## config.mk

```make
export PLATFORM = sky130hd
export DESIGN_NAME = buffered_regime_classifier
export DESIGN_NICKNAME = d
export VERILOG_FILES = /design/src/hdl/brc_pkg.sv /design/src/hdl/buffered_regime_classifier.sv /design/src/hdl/brc_edge_cmp.sv
export SDC_FILE = /design/constraint.sdc
export NUM_CORES = 2
export LEC_CHECK = 0
export ABC_AREA = 0
export BUFFER_PORTS_ARGS = -buffer_cell sky130_fd_sc_hd__buf_4
export CAP_MARGIN = 20
export CORE_UTILIZATION = 25
export DETAILED_ROUTE_END_ITERATION = 16
export MAX_ROUTING_LAYER = met4
export SYNTH_ARGS = -nofsm -noshare
export SYNTH_HDL_FRONTEND = slang
export SYNTH_SLANG_ARGS = --single-unit
```

## constraint.sdc

```tcl
create_clock -name i_clk -period 32.7 [get_ports i_clk]
set_input_delay 6.54 -clock i_clk [delete_from_list [all_inputs] [get_ports i_clk]]
set_output_delay 6.54 -clock i_clk [all_outputs]
set_load 0.05 [all_outputs]
```

## src/hdl/brc_pkg.sv

```systemverilog
`default_nettype none

package brc_pkg;

    // Per-unit state table
    localparam int UNITS    = 1024;
    localparam int UNIT_W   = $clog2(UNITS);
    localparam int SAMPLE_W = 32;
    localparam int REGIME_W = 2;
    localparam int ENTRY_W  = REGIME_W + 1;  // {seen, last regime}

    // Configuration register indexes
    localparam int CFG_IDX_W = 3;
    localparam logic [CFG_IDX_W-1:0] REG_MODE    = 3'd0;
    localparam logic [CFG_IDX_W-1:0] REG_LOW_ONE = 3'd1;
    localparam logic [CFG_IDX_W-1:0] REG_UP_ONE  = 3'd2;
    localparam logic [CFG_IDX_W-1:0] REG_LOW_TWO = 3'd3;
    localparam logic [CFG_IDX_W-1:0] REG_UP_TWO  = 3'd4;

    // Regime codes
    localparam logic [REGIME_W-1:0] REGIME_LOW  = 2'd0;
    localparam logic [REGIME_W-1:0] REGIME_MID  = 2'd1;
    localparam logic [REGIME_W-1:0] REGIME_HIGH = 2'd2;

    // Mode codes
    localparam logic MODE_TWO   = 1'b0;
    localparam logic MODE_THREE = 1'b1;

    // Comparison results of one sample against the edges
    typedef struct packed {
        logic mode;        // MODE_TWO / MODE_THREE
        logic le_l1;       // q <= low_edge_one
        logic lt_l1;       // q <  low_edge_one
        logic le_u1;       // q <= up_edge_one
        logic le_l2;       // q <= low_edge_two
        logic le_u2;       // q <= up_edge_two
        logic z1_near_up;  // zone one: strictly nearer the upper edge
        logic z1_near_lo;  // zone one: strictly nearer the lower edge
        logic z2_near_lo;  // zone two: strictly nearer the lower edge
    } t_cmp_flags;

endpackage

`default_nettype wire

```

## src/hdl/buffered_regime_classifier.sv

```systemverilog
`default_nettype none
// An accepted transaction passes the stage-1 and output registers before reaching m_axis.
// Throughput: one sample per cycle unless m_axis stalls; the per-unit table does
//   one read and one write each cycle; a one-deep bypass covers back-to-back unit hits.
// Reset: synchronous, active low. After reset a pass clears all 1024 table entries,
//   one entry per cycle; s_axis_tready stays low until it ends.

module buffered_regime_classifier
    import brc_pkg::*;
(
    input  wire logic                 i_clk,
    input  wire logic                 i_rst_n,

    // Configuration write port
    input  wire logic                 i_cfg_we,
    input  wire logic [CFG_IDX_W-1:0] i_cfg_idx,
    input  wire logic [SAMPLE_W-1:0]  i_cfg_wdata,

    // Sample stream
    input  wire logic                 s_axis_tvalid,
    output logic                      s_axis_tready,
    input  wire logic [47:0]          s_axis_tdata,   // [9:0] unit, [41:10] sample, rest 0

    // Regime stream
    output logic                      m_axis_tvalid,
    input  wire logic                 m_axis_tready,
    output logic [7:0]                m_axis_tdata    // [1:0] regime, rest 0
);

    // ------------------------------------------------------------------
    // Configuration registers
    // ------------------------------------------------------------------
    logic                       r_mode;
    logic signed [SAMPLE_W-1:0] r_low_one, r_up_one, r_low_two, r_up_two;

    always_ff @(posedge i_clk) begin
        if (!i_rst_n) begin
            r_mode    <= MODE_TWO;
            r_low_one <= '0;
            r_up_one  <= '0;
            r_low_two <= '0;
            r_up_two  <= '0;
        end else if (i_cfg_we) begin
            unique case (i_cfg_idx)
                REG_MODE:    r_mode    <= i_cfg_wdata[0];
                REG_LOW_ONE: r_low_one <= i_cfg_wdata;
                REG_UP_ONE:  r_up_one  <= i_cfg_wdata;
                REG_LOW_TWO: r_low_two <= i_cfg_wdata;
                REG_UP_TWO:  r_up_two  <= i_cfg_wdata;
                default: ;  // unknown index: ignored
            endcase
        end
    end

    // ------------------------------------------------------------------
    // Input decode and edge comparisons (stage 0)
    // ------------------------------------------------------------------
    logic [UNIT_W-1:0]          in_unit;
    logic signed [SAMPLE_W-1:0] in_sample;
    logic                       in_acc;
    t_cmp_flags                 in_flags;

    assign in_unit   = s_axis_tdata[UNIT_W-1:0];
    assign in_sample = s_axis_tdata[UNIT_W +: SAMPLE_W];
    assign in_acc    = s_axis_tvalid && s_axis_tready;

    brc_edge_cmp u_edge_cmp (
        .i_mode    (r_mode),
        .i_sample  (in_sample),
        .i_low_one (r_low_one),
        .i_up_one  (r_up_one),
        .i_low_two (r_low_two),
        .i_up_two  (r_up_two),
        .o_flags   (in_flags)
    );

    // ------------------------------------------------------------------
    // Per-unit state table: {seen, last regime}
    // ------------------------------------------------------------------
    logic [ENTRY_W-1:0] r_tbl [UNITS];
    logic [ENTRY_W-1:0] r_rd_data;
    logic               tbl_we;
    logic [UNIT_W-1:0]  tbl_waddr;
    logic [ENTRY_W-1:0] tbl_wdata;

    // Post-reset clearing pass
    logic              r_clr_busy;
    logic [UNIT_W-1:0] r_clr_addr;

    always_ff @(posedge i_clk) begin
        if (!i_rst_n) begin
            r_clr_busy <= 1'b1;
            r_clr_addr <= '0;
        end else if (r_clr_busy) begin
            r_clr_addr <= r_clr_addr + 1'b1;
            if (r_clr_addr == UNIT_W'(UNITS - 1)) begin
                r_clr_busy <= 1'b0;
            end
        end
    end

    always_ff @(posedge i_clk) begin
        if (tbl_we) begin
            r_tbl[tbl_waddr] <= tbl_wdata;
        end
        // Read only on accept so the data holds while stage 1 stalls
        if (in_acc) begin
            r_rd_data <= r_tbl[in_unit];
        end
    end

    // ------------------------------------------------------------------
    // Stage 1: classify, write back
    // ------------------------------------------------------------------
    logic              r_s1_valid;
    logic [UNIT_W-1:0] r_s1_unit;
    t_cmp_flags        r_s1_flags;
    logic              s1_adv;
    logic              s1_fire;

    // Last write-back, bypasses a read that raced it
    logic                r_wb_valid;
    logic [UNIT_W-1:0]   r_wb_unit;
    logic [REGIME_W-1:0] r_wb_regime;

    logic                prev_seen;
    logic [REGIME_W-1:0] prev_regime;
    logic [REGIME_W-1:0] s1_regime;

    logic                r_out_valid;
    logic [REGIME_W-1:0] r_out_regime;

    assign s1_adv        = !r_out_valid || m_axis_tready;
    assign s1_fire       = r_s1_valid && s1_adv;
    assign s_axis_tready = !r_clr_busy && (!r_s1_valid || s1_adv);

    always_ff @(posedge i_clk) begin
        if (!i_rst_n) begin
            r_s1_valid <= 1'b0;
        end else if (s_axis_tready) begin
            r_s1_valid <= s_axis_tvalid;
        end
    end

    always_ff @(posedge i_clk) begin
        if (in_acc) begin
            r_s1_unit  <= in_unit;
            r_s1_flags <= in_flags;
        end
    end

    always_comb begin
        if (r_wb_valid && (r_wb_unit == r_s1_unit)) begin
            prev_seen   = 1'b1;
            prev_regime = r_wb_regime;
        end else begin
            prev_seen   = r_rd_data[REGIME_W];
            prev_regime = r_rd_data[REGIME_W-1:0];
        end
    end

    // Hysteresis rules; a first sample inside a zone goes to the nearer edge
    always_comb begin
        if (r_s1_flags.mode == MODE_TWO) begin
            if (!prev_seen) begin
                if (r_s1_flags.le_l1)            s1_regime = REGIME_LOW;
                else if (!r_s1_flags.le_u1)      s1_regime = REGIME_MID;
                else if (r_s1_flags.z1_near_up)  s1_regime = REGIME_MID;
                else                             s1_regime = REGIME_LOW;
            end else begin
                if (!r_s1_flags.le_u1)           s1_regime = REGIME_MID;
                else if (r_s1_flags.lt_l1)       s1_regime = REGIME_LOW;
                else if (prev_regime != REGIME_LOW) s1_regime = REGIME_MID;
                else                             s1_regime = REGIME_LOW;
            end
        end else begin
            if (r_s1_flags.le_l1) begin
                s1_regime = REGIME_LOW;
            end else if (r_s1_flags.le_u1) begin
                if (!prev_seen) begin
                    s1_regime = r_s1_flags.z1_near_lo ? REGIME_LOW : REGIME_MID;
                end else begin
                    s1_regime = (prev_regime == REGIME_LOW) ? REGIME_LOW : REGIME_MID;
                end
            end else if (r_s1_flags.le_l2) begin
                s1_regime = REGIME_MID;
            end else if (r_s1_flags.le_u2) begin
                if (!prev_seen) begin
                    s1_regime = r_s1_flags.z2_near_lo ? REGIME_MID : REGIME_HIGH;
                end else begin
                    s1_regime = (prev_regime == REGIME_LOW || prev_regime == REGIME_MID)
                                ? REGIME_MID : REGIME_HIGH;
                end
            end else begin
                s1_regime = REGIME_HIGH;
            end
        end
    end

    // Table write: clearing pass or item write-back (never both)
    always_comb begin
        if (r_clr_busy) begin
            tbl_we    = 1'b1;
            tbl_waddr = r_clr_addr;
            tbl_wdata = '0;
        end else begin
            tbl_we    = s1_fire;
            tbl_waddr = r_s1_unit;
            tbl_wdata = {1'b1, s1_regime};
        end
    end

    always_ff @(posedge i_clk) begin
        if (!i_rst_n) begin
            r_wb_valid <= 1'b0;
        end else if (s1_fire) begin
            r_wb_valid <= 1'b1;
        end
    end

    always_ff @(posedge i_clk) begin
        if (s1_fire) begin
            r_wb_unit   <= r_s1_unit;
            r_wb_regime <= s1_regime;
        end
    end

    // ------------------------------------------------------------------
    // Output register
    // ------------------------------------------------------------------
    always_ff @(posedge i_clk) begin
        if (!i_rst_n) begin
            r_out_valid <= 1'b0;
        end else if (s1_adv) begin
            r_out_valid <= r_s1_valid;
        end
    end

    always_ff @(posedge i_clk) begin
        if (s1_fire) begin
            r_out_regime <= s1_regime;
        end
    end

    assign m_axis_tvalid = r_out_valid;
    assign m_axis_tdata  = {{(8 - REGIME_W){1'b0}}, r_out_regime};

    // ------------------------------------------------------------------
    // Assertions
    // ------------------------------------------------------------------
    a_no_accept_while_clearing: assert property (
        @(posedge i_clk) disable iff (!i_rst_n)
        r_clr_busy |-> !s_axis_tready
    ) else $error("transaction accepted during table clear");

    a_stall_blocks_input: assert property (
        @(posedge i_clk) disable iff (!i_rst_n)
        (r_out_valid && !m_axis_tready && r_s1_valid) |-> !s_axis_tready
    ) else $error("input accepted with full pipeline");

    a_two_mode_range: assert property (
        @(posedge i_clk) disable iff (!i_rst_n)
        (s1_fire && (r_s1_flags.mode == MODE_TWO))
            |=> (m_axis_tdata[REGIME_W-1:0] != REGIME_HIGH)
    ) else $error("regime 2 in two-regime mode");

    a_writeback_tracked: assert property (
        @(posedge i_clk) disable iff (!i_rst_n)
        s1_fire |=> (r_wb_valid && m_axis_tvalid)
    ) else $error("write-back not recorded for bypass");

endmodule

`default_nettype wire

```

## src/hdl/brc_edge_cmp.sv

```systemverilog
`default_nettype none

module brc_edge_cmp
    import brc_pkg::*;
(
    input  wire logic                       i_mode,
    input  wire logic signed [SAMPLE_W-1:0] i_sample,
    input  wire logic signed [SAMPLE_W-1:0] i_low_one,
    input  wire logic signed [SAMPLE_W-1:0] i_up_one,
    input  wire logic signed [SAMPLE_W-1:0] i_low_two,
    input  wire logic signed [SAMPLE_W-1:0] i_up_two,
    output t_cmp_flags                      o_flags
);

    // Nearness inside a zone (l < q <= u): compare u-q with q-l,
    // i.e. the sign of 2q - (l + u). Two extra bits keep it exact.
    logic signed [SAMPLE_W:0]   sum_one;
    logic signed [SAMPLE_W:0]   sum_two;
    logic signed [SAMPLE_W+1:0] twice_q;
    logic signed [SAMPLE_W+1:0] diff_one;
    logic signed [SAMPLE_W+1:0] diff_two;

    always_comb begin
        sum_one  = {i_low_one[SAMPLE_W-1], i_low_one} + {i_up_one[SAMPLE_W-1], i_up_one};
        sum_two  = {i_low_two[SAMPLE_W-1], i_low_two} + {i_up_two[SAMPLE_W-1], i_up_two};
        twice_q  = {i_sample[SAMPLE_W-1], i_sample, 1'b0};
        diff_one = twice_q - {sum_one[SAMPLE_W], sum_one};
        diff_two = twice_q - {sum_two[SAMPLE_W], sum_two};

        o_flags.mode       = i_mode;
        o_flags.le_l1      = (i_sample <= i_low_one);
        o_flags.lt_l1      = (i_sample <  i_low_one);
        o_flags.le_u1      = (i_sample <= i_up_one);
        o_flags.le_l2      = (i_sample <= i_low_two);
        o_flags.le_u2      = (i_sample <= i_up_two);
        o_flags.z1_near_up = (diff_one > 0);
        o_flags.z1_near_lo = diff_one[SAMPLE_W+1];
        o_flags.z2_near_lo = diff_two[SAMPLE_W+1];
    end

endmodule

`default_nettype wire
```

==> results.sh <==
export IMPL_post_drt_wl_per_cell_um=23.2
export IMPL_synth_enable_flop_cells=3106
export IMPL_crit_chain="buf_4, nor2b_1, a21oi_1, buf_4"
export IMPL_status="complete, no violations"
export IMPL_holdWs_ns=0.466
export IMPL_final_hold_viol_count=0
export IMPL_period_needed_ns=13.78
export IMPL_leakage_nw=54.1
export IMPL_reg2reg_from="r_s1_unit[1]$_DFFE_PP_"
export IMPL_period_share=0.421
export IMPL_grt_pass1_vias=72900
export IMPL_gr_total_overflow=0
export IMPL_setup_viol_count_final=0
export IMPL_rr_worst_depth=12
export IMPL_grt_total_usage=0.127
export IMPL_die_w_um=739
export IMPL_max_freq_mhz=72.6
export IMPL_cts_root_buf="clkbuf_16"
export IMPL_core_area_um2=541000
export IMPL_rows=270
export IMPL_nNetsFinal=7847
export IMPL_cts_setup_buffers=0
export IMPL_drt_iter0_drc=8595
export IMPL_num_vias=70600
export IMPL_ys_seq_area_frac=0.708
export IMPL_synth_ff_type="edfxtp_1"
export IMPL_drc=0
export IMPL_globalplace_congestion=0.815
export IMPL_h_tree_depth=5
export IMPL_max_stage_delay_ns=0.23
export IMPL_ctsResizeCount=0
export IMPL_ir_worst_vdd_uv=46.7
export IMPL_final_cell_mix="edfxtp_1, nor2_1, mux4_2, nand2_1, clkbuf_16"
export IMPL_worstHoldEndpoint="r_low_two[7]$_SDFFE_PN0P_"
export IMPL_p_per_area_nw_per_um2=55.4
export IMPL_grt_max_degree=249
export IMPL_cp_start_kind="primary input"
export IMPL_die_y_um=739
export IMPL_syn_inst=7428
export IMPL_synth_cell_types=71
export IMPL_ys_warnings_count=0
export IMPL_clkTransAtPathRegs_ns=0.05
export IMPL_cts_sinks=3249
export IMPL_tritoncts_num_buffers=333
export IMPL_syn_avg_cell_area_um2=18.3
export IMPL_r2r_end="r_tbl[720][1]$_DFFE_PP_"
export IMPL_ioPinCount=98
export IMPL_routed_via_density=4.71
export IMPL_worstPathRequired_ns=26.16
export IMPL_hold_path_class="register to register"
export IMPL_area_growth_pct=14.8
export IMPL_worst_ep_arrival_time_ns=7.24
export IMPL_io_buffers=85
export IMPL_netlist_area_um2=136000
export IMPL_clk_insertion_delay_late_ns=0.94
export IMPL_dp_final_hpwl_um=202000
export IMPL_whs_path_depth=2
export IMPL_crit_fanout=3
export IMPL_fin_skew_ns=0.0984
export IMPL_clockBufferDepth=4
export IMPL_drive_gt1_frac=0.226
export IMPL_critPathKind="primary input to output port"
export IMPL_worst_pin_slew_ns=1.36
export IMPL_finalCoreUtilization=0.288
export IMPL_cp_slowest_cell="nor2b_1"
export IMPL_synth_async_reset_ratio=0
export IMPL_cp_end_kind="output port"
export IMPL_wl_um=348000
export IMPL_drt_pass1_iterations=6
export IMPL_rsz0062_at_grt="no"
export IMPL_holdCritStartpoint="r_low_two[7]$_SDFFE_PN0P_"
export IMPL_grt_first_pass_wirelength_um=508000
export IMPL_layout_commonest_cell="edfxtp_1"
export IMPL_relSlewSlack=0.0921
export IMPL_ant_nets=0
export IMPL_cts_tree="built"
export IMPL_tns_ns=0
export IMPL_maxCapViolCount=0
export IMPL_antenna_found_initial=20
export IMPL_cpMostUsedCell="buf_4"
export IMPL_synth_seq_cells=3249
export IMPL_die_area_um2=546000
export IMPL_reg2reg_slack_ns=25.08
export IMPL_start_util=0.251
export IMPL_cts_hold_buffers=0
export IMPL_critPathLaunch="m_axis_tready"
export IMPL_maxSlewViolCount=0
worst max-delay path: cells and delay by family:
| family | cells | cell delay, ns |
|---|---|---|
| buffers and inverters | 2 | 0.32 |
| and+or+nand+nor | 1 | 0.23 |
| AOI/OAI and AO/OA | 1 | 0.15 |
metal layers:
| metal | vias up | global-route usage | wire length (um) | part of all wire |
|---|---|---|---|---|
| met5 | - | - | 0 | 0 |
| met2 | 3106 | 0.205 | 168000 | 0.48 |
| li1 | 29600 | - | - | - |
| met1 | 37300 | 0.166 | 141000 | 0.41 |
| met4 | 0 | 0.0345 | 9990 | 0.029 |
| met3 | 534 | 0.0203 | 28000 | 0.081 |
sequential cells by signal, indices dropped and copies added (netlist names):
name and cells:
r_up_two 32, r_mode 1, r_out_regime 2, r_clr_addr 10
r_up_one 32, r_low_one 32, r_tbl 3072, r_clr_busy 1
r_s1_valid 1, r_s1_flags 9, r_wb_valid 1, r_s1_unit 10
m_axis_tvalid 1, r_low_two 32, r_wb_unit 10, r_rd_data 3
where the power goes:
group	leakage (nW)	internal, mW	switching (mW)
Combinational	12.3	0.116	0.194
Clock	5.34	2.23	1.61
Sequential	36.5	4.49	0.00285
Total	54.1	6.83	1.80
cells by family after synthesis:
family / after synthesis / synth area share
AO/OA/AOI/OAI: 527 / 0.0278
XOR/XNOR: 32 / 0.00206
adder cells (fa/ha/maj): 259 / 0.0273
buffers and inverters: 652 / 0.0213
flip-flops: 3249 / 0.708
multiplexers: 986 / 0.162
other: 1 / 0.0000276
AND/OR/NAND/NOR: 1722 / 0.0520
worst max-delay path by stage:
stage	slack (ns)	to	cells past startpoint
floorplan	0.81	r_tbl[0][0]$_DFFE_PP_	3
global placement	18.93	r_rd_data[2]$_DFFE_PP_	12
detailed placement	18.89	r_rd_data[0]$_DFFE_PP_	12
CTS	18.90	s_axis_tready	4
global route	18.85	s_axis_tready	4
finish	18.92	s_axis_tready	4
cell usage after synthesis (55+ instances only):
cell type / instances / area share
edfxtp_1: 3106 / 0.69
buf_2: 65 / 0.0024
a21oi_1: 75 / 0.0028
mux4_2: 964 / 0.16
inv_1: 151 / 0.0042
fa_1: 63 / 0.0093
nor2_1: 1081 / 0.030
dfxtp_1: 143 / 0.021
a21o_1: 55 / 0.0030
nand2_1: 387 / 0.011
o21ai_0: 59 / 0.0022
clkbuf_1: 328 / 0.0091
ha_1: 196 / 0.018
a21boi_0: 131 / 0.0072
metrics by stage:
step                      power [mW]  std cells  setup slack [ns]  area [um^2]
after CTS                       8.70      15000             18.90       156000
after detailed placement        4.89      14400             18.89       145000
final                           8.64      15000             18.92       156000
after global placement          4.89      14400             18.93       145000
after floorplan                 4.79       7433             0.805       136000
after global routing            8.88      15000             18.85       156000
final cells by class:
type                    instances  area (um^2)
fillers                     52600       385000
flip-flops and latches       3249        96100
multi-input cells            3532        37100
well taps                    7208         9020
clock buffers                 395         8800
repair buffers                233         2180
clock inverters               205         2130
inverters                     151          574
diodes                          4         10.0
(Power assumes the default switching activity.)
